<file path="src/design/cst_pkg.sv">
// ----------------------------------------------------------------------------
// cst_pkg: shared types and constants of the CSV stream tokenizer
// Character codes, mode and token kind codes, the token and step record
// types passed from the classifier through the queue to the output stage.
// ----------------------------------------------------------------------------
package cst_pkg;

  localparam logic [7:0] CH_QUOTE = 8'h22;
  localparam logic [7:0] CH_COMMA = 8'h2C;
  localparam logic [7:0] CH_LF    = 8'h0A;
  localparam logic [7:0] CH_CR    = 8'h0D;

  localparam logic [1:0] MODE_BYTE = 2'd0;
  localparam logic [1:0] MODE_LAST = 2'd1;

  localparam logic [1:0] KIND_CONTENT = 2'd0;
  localparam logic [1:0] KIND_FIELD   = 2'd1;
  localparam logic [1:0] KIND_ROW     = 2'd2;

  localparam int QDEPTH = 4;

  typedef struct packed {
    logic [1:0]  kind;
    logic [7:0]  data;
    logic [7:0]  col;
    logic [15:0] row;
    logic [15:0] len;
  } token_t;

  // Up to two tokens per input item: one from the byte, one from end of document
  typedef struct packed {
    logic   a_vld;
    token_t a;
    logic   b_vld;
    token_t b;
  } step_t;

endpackage

</file>
<file path="src/design/cst_front.sv">
// ----------------------------------------------------------------------------
// cst_front: byte classifier
// Accepts one byte item per cycle unless the queue is full, keeps the quote,
// CR and counter state and builds a step record of up to two queued tokens.
// ----------------------------------------------------------------------------
module cst_front import cst_pkg::*; #(
  parameter int              MAX_COLUMNS   = 256,
  parameter longint unsigned MAX_ROWS      = 65536,
  parameter longint unsigned MAX_FIELD_LEN = 65535
) (
  input  logic       clk_i,
  input  logic       rst_ni,
  input  logic       valid_i,
  output logic       ready_o,
  input  logic [7:0] data_i,
  input  logic [1:0] mode_i,
  input  logic       full_i,
  output logic       push_o,
  output step_t      step_o
);

  localparam int COL_W = $clog2(MAX_COLUMNS);
  localparam int ROW_W = $clog2(MAX_ROWS);
  localparam int LEN_W = $clog2(MAX_FIELD_LEN + 1);

  logic             iq_q, iq_d;
  logic             qp_q, qp_d;
  logic             crp_q, crp_d;
  logic             fb_q, fb_d;
  logic             rb_q, rb_d;
  logic [COL_W-1:0] col_q, col_d;
  logic [ROW_W-1:0] row_q, row_d;
  logic [LEN_W-1:0] len_q, len_d;
  logic             skip, handled, content, take;
  step_t            step;

  function automatic token_t mk_tok(logic [1:0] kind, logic [7:0] data,
                                    logic [COL_W-1:0] col, logic [ROW_W-1:0] row,
                                    logic [LEN_W-1:0] len);
    token_t t;
    t.kind = kind;
    t.data = data;
    t.col  = 8'(col);
    t.row  = 16'(row);
    t.len  = 16'(len);
    return t;
  endfunction

  assign take    = valid_i && ready_o;
  assign ready_o = !full_i;

  always_comb begin
    iq_d    = iq_q;
    qp_d    = qp_q;
    crp_d   = crp_q;
    fb_d    = fb_q;
    rb_d    = rb_q;
    col_d   = col_q;
    row_d   = row_q;
    len_d   = len_q;
    skip    = 1'b0;
    handled = 1'b0;
    content = 1'b0;
    step    = '0;
    if (mode_i == MODE_BYTE || mode_i == MODE_LAST) begin
      if (crp_d) begin
        crp_d = 1'b0;
        if (data_i == CH_LF) skip = 1'b1;
      end
      if (!skip) begin
        if (qp_d) begin
          qp_d = 1'b0;
          if (data_i == CH_QUOTE) begin
            content = 1'b1;
            handled = 1'b1;
          end else begin
            iq_d = 1'b0;
          end
        end
        if (!handled) begin
          if (iq_d) begin
            if (data_i == CH_QUOTE) qp_d = 1'b1;
            else content = 1'b1;
          end else if (data_i == CH_QUOTE && !fb_d) begin
            iq_d = 1'b1;
            fb_d = 1'b1;
            rb_d = 1'b1;
          end else if (data_i == CH_COMMA) begin
            step.a_vld = 1'b1;
            step.a     = mk_tok(KIND_FIELD, 8'h00, col_d, row_d, len_d);
            if (col_d != COL_W'(MAX_COLUMNS - 1)) col_d = col_d + 1'b1;
            len_d = '0;
            fb_d  = 1'b0;
            rb_d  = 1'b1;
          end else if (data_i == CH_LF || data_i == CH_CR) begin
            if (rb_d) begin
              step.a_vld = 1'b1;
              step.a     = mk_tok(KIND_ROW, 8'h00, col_d, row_d, len_d);
              if (row_d != ROW_W'(MAX_ROWS - 1)) row_d = row_d + 1'b1;
              col_d = '0;
              len_d = '0;
              fb_d  = 1'b0;
              rb_d  = 1'b0;
            end
            if (data_i == CH_CR) crp_d = 1'b1;
          end else begin
            content = 1'b1;
          end
        end
      end
      if (content) begin
        if (len_d != LEN_W'(MAX_FIELD_LEN)) len_d = len_d + 1'b1;
        fb_d       = 1'b1;
        rb_d       = 1'b1;
        step.a_vld = 1'b1;
        step.a     = mk_tok(KIND_CONTENT, data_i, col_d, row_d, len_d);
      end
    end
    if (mode_i != MODE_BYTE) begin
      if (rb_d) begin
        step.b_vld = 1'b1;
        step.b     = mk_tok(KIND_ROW, 8'h00, col_d, row_d, len_d);
      end
      iq_d  = 1'b0;
      qp_d  = 1'b0;
      crp_d = 1'b0;
      fb_d  = 1'b0;
      rb_d  = 1'b0;
      col_d = '0;
      row_d = '0;
      len_d = '0;
    end
  end

  assign push_o = take && (step.a_vld || step.b_vld);
  assign step_o = step;

  always_ff @(posedge clk_i or negedge rst_ni) begin
    if (!rst_ni) begin
      iq_q  <= 1'b0;
      qp_q  <= 1'b0;
      crp_q <= 1'b0;
      fb_q  <= 1'b0;
      rb_q  <= 1'b0;
      col_q <= '0;
      row_q <= '0;
      len_q <= '0;
    end else if (take) begin
      iq_q  <= iq_d;
      qp_q  <= qp_d;
      crp_q <= crp_d;
      fb_q  <= fb_d;
      rb_q  <= rb_d;
      col_q <= col_d;
      row_q <= row_d;
      len_q <= len_d;
    end
  end

endmodule

</file>
<file path="src/design/cst_queue.sv">
// ----------------------------------------------------------------------------
// cst_queue: step record queue
// Short first-in first-out store between the classifier and the output stage.
// ----------------------------------------------------------------------------
module cst_queue import cst_pkg::*; (
  input  logic  clk_i,
  input  logic  rst_ni,
  input  logic  push_i,
  input  step_t step_i,
  output logic  full_o,
  input  logic  pop_i,
  output logic  valid_o,
  output step_t step_o
);

  localparam int PTR_W = $clog2(QDEPTH);
  localparam int CNT_W = $clog2(QDEPTH + 1);

  step_t            mem_q [QDEPTH];
  logic [PTR_W-1:0] wr_q, rd_q;
  logic [CNT_W-1:0] cnt_q;
  logic             do_pop;

  assign full_o  = cnt_q == CNT_W'(QDEPTH);
  assign valid_o = cnt_q != '0;
  assign step_o  = mem_q[rd_q];
  assign do_pop  = pop_i && valid_o;

  always_ff @(posedge clk_i) begin
    if (push_i) mem_q[wr_q] <= step_i;
  end

  always_ff @(posedge clk_i or negedge rst_ni) begin
    if (!rst_ni) begin
      wr_q  <= '0;
      rd_q  <= '0;
      cnt_q <= '0;
    end else begin
      if (push_i) wr_q <= wr_q + 1'b1;
      if (do_pop) rd_q <= rd_q + 1'b1;
      if (push_i && !do_pop) cnt_q <= cnt_q + 1'b1;
      else if (!push_i && do_pop) cnt_q <= cnt_q - 1'b1;
    end
  end

`ifndef SYNTHESIS
  a_no_push_full: assert property (@(posedge clk_i) disable iff (!rst_ni)
    push_i |-> !full_o) else $error("push into full queue");
  a_count_bound: assert property (@(posedge clk_i) disable iff (!rst_ni)
    cnt_q <= CNT_W'(QDEPTH)) else $error("queue count out of range");
`endif

endmodule

</file>
<file path="src/design/cst_back.sv">
// ----------------------------------------------------------------------------
// cst_back: token output stage
// Pops step records and sends their tokens one per cycle through an output
// register while the receiver is ready, marking the final token of each step.
// ----------------------------------------------------------------------------
module cst_back import cst_pkg::*; (
  input  logic   clk_i,
  input  logic   rst_ni,
  input  logic   valid_i,
  input  step_t  step_i,
  output logic   pop_o,
  output logic   out_valid_o,
  input  logic   out_ready_i,
  output token_t out_tok_o,
  output logic   out_last_o
);

  logic   out_vld_q;
  token_t out_q;
  logic   last_q;
  logic   sec_vld_q;
  token_t sec_q;
  logic   adv;

  assign adv   = !out_vld_q || out_ready_i;
  assign pop_o = adv && !sec_vld_q && valid_i;

  always_ff @(posedge clk_i or negedge rst_ni) begin
    if (!rst_ni) begin
      out_vld_q <= 1'b0;
      sec_vld_q <= 1'b0;
      last_q    <= 1'b0;
      out_q     <= '0;
      sec_q     <= '0;
    end else if (adv) begin
      if (sec_vld_q) begin
        out_vld_q <= 1'b1;
        out_q     <= sec_q;
        last_q    <= 1'b1;
        sec_vld_q <= 1'b0;
      end else if (valid_i) begin
        out_vld_q <= 1'b1;
        if (step_i.a_vld) begin
          out_q     <= step_i.a;
          last_q    <= !step_i.b_vld;
          sec_vld_q <= step_i.b_vld;
          sec_q     <= step_i.b;
        end else begin
          out_q  <= step_i.b;
          last_q <= 1'b1;
        end
      end else begin
        out_vld_q <= 1'b0;
      end
    end
  end

  assign out_valid_o = out_vld_q;
  assign out_tok_o   = out_q;
  assign out_last_o  = last_q;

`ifndef SYNTHESIS
  a_sec_needs_out: assert property (@(posedge clk_i) disable iff (!rst_ni)
    sec_vld_q |-> out_vld_q) else $error("second token without first");
  a_not_last_has_sec: assert property (@(posedge clk_i) disable iff (!rst_ni)
    (out_vld_q && !last_q) |-> sec_vld_q) else $error("step ended without last");
`endif

endmodule

</file>
<file path="src/design/csv_stream_tokenizer.sv">
// ----------------------------------------------------------------------------
// csv_stream_tokenizer: streaming CSV tokenizer
// Turns a byte stream into content, field end and row end tokens.
// ----------------------------------------------------------------------------
// Input channel s_axis: one document byte per item, tuser gives the mode
// (plain byte, last byte of document, end of document without a byte).
// Output channel m_axis: one token per item; tuser is the token kind, tdata
// carries content byte, column, row and field length, tlast marks the final
// token caused by an input item.
// Path: a token passes through the queue and then the output register before it
// appears on m_axis. Throughput: one byte per cycle while the queue is not full;
// a byte that ends a document after content yields two tokens, which leave the
// single output register one after the other. A four-entry queue sits between
// the classifier and the output register, so input is accepted while the
// receiver stalls until the queue fills; s_axis_tready then falls.
// Reset clears the parse state, counters and queue; the next byte starts a
// new document, as it also does after an end of document.
// ----------------------------------------------------------------------------
module csv_stream_tokenizer import cst_pkg::*; #(
  parameter int              MAX_COLUMNS   = 256,
  parameter longint unsigned MAX_ROWS      = 65536,
  parameter longint unsigned MAX_FIELD_LEN = 65535
) (
  input  logic        clk_i,
  input  logic        rst_ni,
  input  logic        s_axis_tvalid,
  output logic        s_axis_tready,
  input  logic [7:0]  s_axis_tdata,  // data_byte
  input  logic [1:0]  s_axis_tuser,  // mode
  output logic        m_axis_tvalid,
  input  logic        m_axis_tready,
  output logic [47:0] m_axis_tdata,  // content_byte, column_index, row_index, field_length
  output logic [1:0]  m_axis_tuser,  // token_kind
  output logic        m_axis_tlast   // last_of_step
);

  logic   push, full, q_valid, pop;
  step_t  push_step, q_step;
  token_t tok;

  cst_front #(
    .MAX_COLUMNS  (MAX_COLUMNS),
    .MAX_ROWS     (MAX_ROWS),
    .MAX_FIELD_LEN(MAX_FIELD_LEN)
  ) u_front (
    .clk_i  (clk_i),
    .rst_ni (rst_ni),
    .valid_i(s_axis_tvalid),
    .ready_o(s_axis_tready),
    .data_i (s_axis_tdata),
    .mode_i (s_axis_tuser),
    .full_i (full),
    .push_o (push),
    .step_o (push_step)
  );

  cst_queue u_queue (
    .clk_i  (clk_i),
    .rst_ni (rst_ni),
    .push_i (push),
    .step_i (push_step),
    .full_o (full),
    .pop_i  (pop),
    .valid_o(q_valid),
    .step_o (q_step)
  );

  cst_back u_back (
    .clk_i      (clk_i),
    .rst_ni     (rst_ni),
    .valid_i    (q_valid),
    .step_i     (q_step),
    .pop_o      (pop),
    .out_valid_o(m_axis_tvalid),
    .out_ready_i(m_axis_tready),
    .out_tok_o  (tok),
    .out_last_o (m_axis_tlast)
  );

  assign m_axis_tdata = {tok.len, tok.row, tok.col, tok.data};
  assign m_axis_tuser = tok.kind;

endmodule
</file>
<file path="config.mk">
export PLATFORM = sky130hd
export DESIGN_NAME = csv_stream_tokenizer
export DESIGN_NICKNAME = d
export VERILOG_FILES = /design/src/design/cst_pkg.sv /design/src/design/cst_front.sv /design/src/design/cst_queue.sv /design/src/design/cst_back.sv /design/src/design/csv_stream_tokenizer.sv
export SDC_FILE = /design/constraint.sdc
export NUM_CORES = 1
export LEC_CHECK = 0
export ABC_AREA = 0
export ABC_CLOCK_PERIOD_IN_PS = 4950
export BUFFER_PORTS_ARGS = -buffer_cell sky130_fd_sc_hd__buf_2
export CORE_ASPECT_RATIO = 0.6
export CORE_UTILIZATION = 50
export DETAILED_ROUTE_END_ITERATION = 16
export PLACE_DENSITY = 0.69
export SKIP_CTS_REPAIR_TIMING = 1
export SLEW_MARGIN = 10
export SYNTH_ARGS = -nofsm -noshare
export SYNTH_HDL_FRONTEND = slang
export SYNTH_HIERARCHICAL = 1
export SYNTH_SLANG_ARGS = --single-unit
</file>
<file path="constraint.sdc">
create_clock -name clk_i -period 4.95 [get_ports clk_i]
set_input_delay 0.2475 -clock clk_i [delete_from_list [all_inputs] [get_ports clk_i]]
set_output_delay 0.2475 -clock clk_i [all_outputs]
set_load 0.02 [all_outputs]
</file>
==> flow_metrics.py <==
metrics = {
    "outcome": {
        "status": "finished, final reports clean",
    },
    "synthesis": {
        "synth_area_per_cell_sq_um": 15.4,
        "async_flop_share_pct": 27.5,
        "ys.flop_type": "edfxtp_1",
        "netlist_instances": 1640,
        "yosysWarnings": 6,
        "ys_seq_area_share_pct": 63.9,
        "syn_area_sq_mm": 0.0252,
        "ys_ff_latch": 563,
        "ys_types": 100,
        "synth_edf_count": 408,
    },
    "worst_setup_path": {
        "r2r_cells": 12,
        "crit_path_end": "u_queue/mem_q[3][13]$_DFFE_PP_",
        "r2r_start": "u_front/qp_q$_DFFE_PN0P_",
        "reg2reg_to": "u_queue/mem_q[3][13]$_DFFE_PP_",
        "worstPathRequired_ns": 5.27,
        "endpoint_kind": "flip-flop",
        "crit_path_start_kind": "flip-flop",
        "crit_start": "u_front/qp_q$_DFFE_PN0P_",
        "cp.arrival_ns": 4.36,
        "cp_max_fo": 12,
        "crit_type": "reg -> reg",
        "reg2reg_setup_slack_ns": 0.92,
    },
    "placed_design": {
        "dpl.hpwl_um": 34800,
        "place_congestion": 0.924,
        "pre_cts_ws_ns": 0.767,
        "dpl.cell_count": 2264,
        "numPortBuffers": 66,
    },
    "clocking": {
        "clockBufferDepth": 3,
        "htree_levels": 2,
        "clk_pin_slew_ns": 0.07,
        "root_buffer": "clkbuf_16",
        "clock_latency_ns": 0.58,
        "clock_sinks": 563,
        "cts_tree": "done",
        "cts_buffers": 51,
    },
    "final_layout": {
        "finalNetCount": 1691,
        "fin_cells": 2360,
        "diodes": 0,
        "syn_to_final_growth_pct": 9.55,
        "drive_above_1_share_pct": 24.4,
    },
    "power": {
        "powerDensity_mw_per_mm2": 568,
        "ir_drop_v": 0.000558,
        "p_leak_nw": 9.63,
    },
    "floorplan": {
        "pin_count": 67,
        "rows": 63,
        "core_sq_mm": 0.0496,
        "die_w_um": 292,
        "start_util_pct": 50.9,
        "die_area_sq_mm": 0.0514,
        "die_h_um": 176,
    },
    "sta": {
        "hold_viol": 0,
        "tns_ns": 0,
        "final.setup.worst_slack_ns": 0.916,
        "setup_viol_count_final": 0,
        "finalMaxSlewViolations": 0,
        "period_share_pct": 81.5,
        "fmax_ghz": 0.248,
        "skew_ns": 0.0163,
        "tightestPinTransition_ns": 1.16,
        "period_needed_ns": 4.03,
        "hold_ws_ns": 0.0359,
        "rsz0062_at_grt": "false",
        "slew_headroom_pct": 23.0,
    },
    "drt": {
        "postRouteAntennaNets": 0,
        "vias": 14900,
        "via_per_inst": 6.31,
        "routed_wl_um": 59300,
        "drc": 0,
        "avgRoutedWirePerCell_um": 25.1,
        "drtIter0Drc": 1661,
        "dr.pass1.iters": 6,
    },
    "global_route": {
        "grt_pass1_vias": 14800,
        "grt_pass1_wl_um": 91200,
        "overflow": 0,
        "antenna_found_initial": 1,
        "grt_use_total_pct": 23.4,
        "grt_max_degree": 84,
    },
    "min_path": {
        "hold_path_class": "in -> reg",
    },
    "run": {
        "drv_cap": 0,
    },
}
-- critical path: stages (launching register included) --
cell and delay, ns:
dfrtp_1 0.49, nand2b_1 0.22, nand3_1 0.20, a221o_1 0.36, and2_1 0.20, ha_1 0.28
and4_1 0.30, nand4_1 0.12, buf_4 0.19, nand4_1 0.19, or3_1 0.45, or3_1 0.34
a211oi_1 0.44
-- per-stage QoR --
stage	utilization, %	cell area, sq um	power (W)
2_1_floorplan	-	25300	0.0105
3_3_place_gp	52.3	25900	0.0117
3_5_place_dp	52.3	25900	0.0118
4_1_cts	55.7	27600	0.0158
5_1_grt	55.7	27600	0.0164
6_report	55.7	27600	0.0157
-- synthesized netlist by cell type, drive strengths merged, types with 6 or more instances --
master,n,share of area (%)
xnor2,12,0.42
nand4,26,0.64
and4,8,0.28
o31ai,8,0.24
o21ai,140,2.8
a21oi,40,0.79
a31oi,16,0.40
or3,23,0.60
nand3,50,0.99
clkbuf,58,0.94
a21o,6,0.18
nand3b,6,0.18
nor2,58,0.87
mux4,102,9.1
xor2,8,0.28
nor4,6,0.17
dfrtp,155,15
buf,70,2.3
and2,33,0.82
inv,21,0.31
nand2,67,1.0
a22o,6,0.21
mux2i,52,2.1
nand2b,8,0.20
o311ai,6,0.21
or4,13,0.39
o211ai,13,0.41
ha,8,0.40
nor2b,8,0.23
nor3,20,0.42
edfxtp,408,49
mux2,102,5.3
and3,10,0.25
-- layout by cell type (no fill, tap or decap), types with 9 or more instances in the layout --
cell         n
nand2_1     66
or3_1       21
mux2_4      48
mux4_2     102
clkbuf_1    12
mux2_2      54
a21oi_1     40
and3_1      10
o211ai_1    12
nor2_1      57
edfxtp_1   408
buf_4       24
xnor2_1     12
mux2i_1     52
clkinv_2     9
a31oi_1     16
clkbuf_16   53
buf_2       65
dfrtp_1    152
inv_1       21
or4_1       13
nand4_1     26
nand3_1     50
nor3_1      19
and2_1      28
conb_1       9
o21ai_1     22
o21ai_0    117
-- cells by family after synthesis --
| kind of cell | count (synthesis) | synth area share [%] |
|---|---|---|
| AO/OA/AOI/OAI | 284 | 7.07 |
| XOR/XNOR | 20 | 0.694 |
| adder cells (fa/ha/maj) | 9 | 0.476 |
| buffers and inverters | 151 | 3.60 |
| flip-flops | 563 | 63.9 |
| multiplexers | 256 | 16.4 |
| other | 1 | 0.0149 |
| AND/OR/NAND/NOR | 356 | 7.78 |
-- sequential cells by signal, indices dropped and copies added, names as in the netlist, 2 cells and up --
name and flops:
u_back/out_tok_o 50, u_back/sec_q 50, u_front/col_q 8, u_front/len_q 16
u_front/row_q 16, u_queue/cnt_q 3, u_queue/mem_q 408, u_queue/rd_q 2
u_queue/wr_q 2
-- power by group --
| part | leakage [nW] | internal (W) | switching [W] |
|---|---|---|---|
| Combinational | 3.17 | 0.00238 | 0.00256 |
| Sequential | 5.62 | 0.00610 | 0.000595 |
| Clock | 0.836 | 0.00231 | 0.00174 |
-- cell type report --
cell class,instances,area (sq um)
inverter,21,78.8
tap,650,813
clock buffer,70,1440
fill,3888,21900
sequential,563,16100
multi-input combinational,934,8250
timing repair buffer,97,647
clock inverter,25,267
-- worst min path at each step --
| stage | end | depth (start not counted) | slack (ns) | startpoint |
|---|---|---|---|---|
| global placement | u_back/out_tok_o[34]$_DFFE_PN0P_ | 1 | 0.32 | rst_ni |
| floorplan | u_back/out_last_o$_DFFE_PN0P_ | 0 | -0.05 | rst_ni |
| finish | u_front/crp_q$_DFFE_PN0P_ | 3 | 0.04 | s_axis_tdata[0] |
| global route | u_front/crp_q$_DFFE_PN0P_ | 3 | 0.04 | s_axis_tdata[0] |
| CTS | u_back/out_tok_o[34]$_DFFE_PN0P_ | 1 | -0.29 | rst_ni |
| detailed placement | u_back/out_tok_o[34]$_DFFE_PN0P_ | 1 | 0.32 | rst_ni |
-- metal layers --
| metal | share of wire, % | wire length, um | GRT usage [%] |
|---|---|---|---|
| met4 | 1.7 | 1010 | 4.78 |
| met1 | 46 | 27200 | 36.2 |
| met2 | 44 | 26200 | 34.6 |
| met3 | 8.2 | 4860 | 4.43 |
| met5 | 0.022 | 13 | 0 |
(Power assumes the default switching activity.)
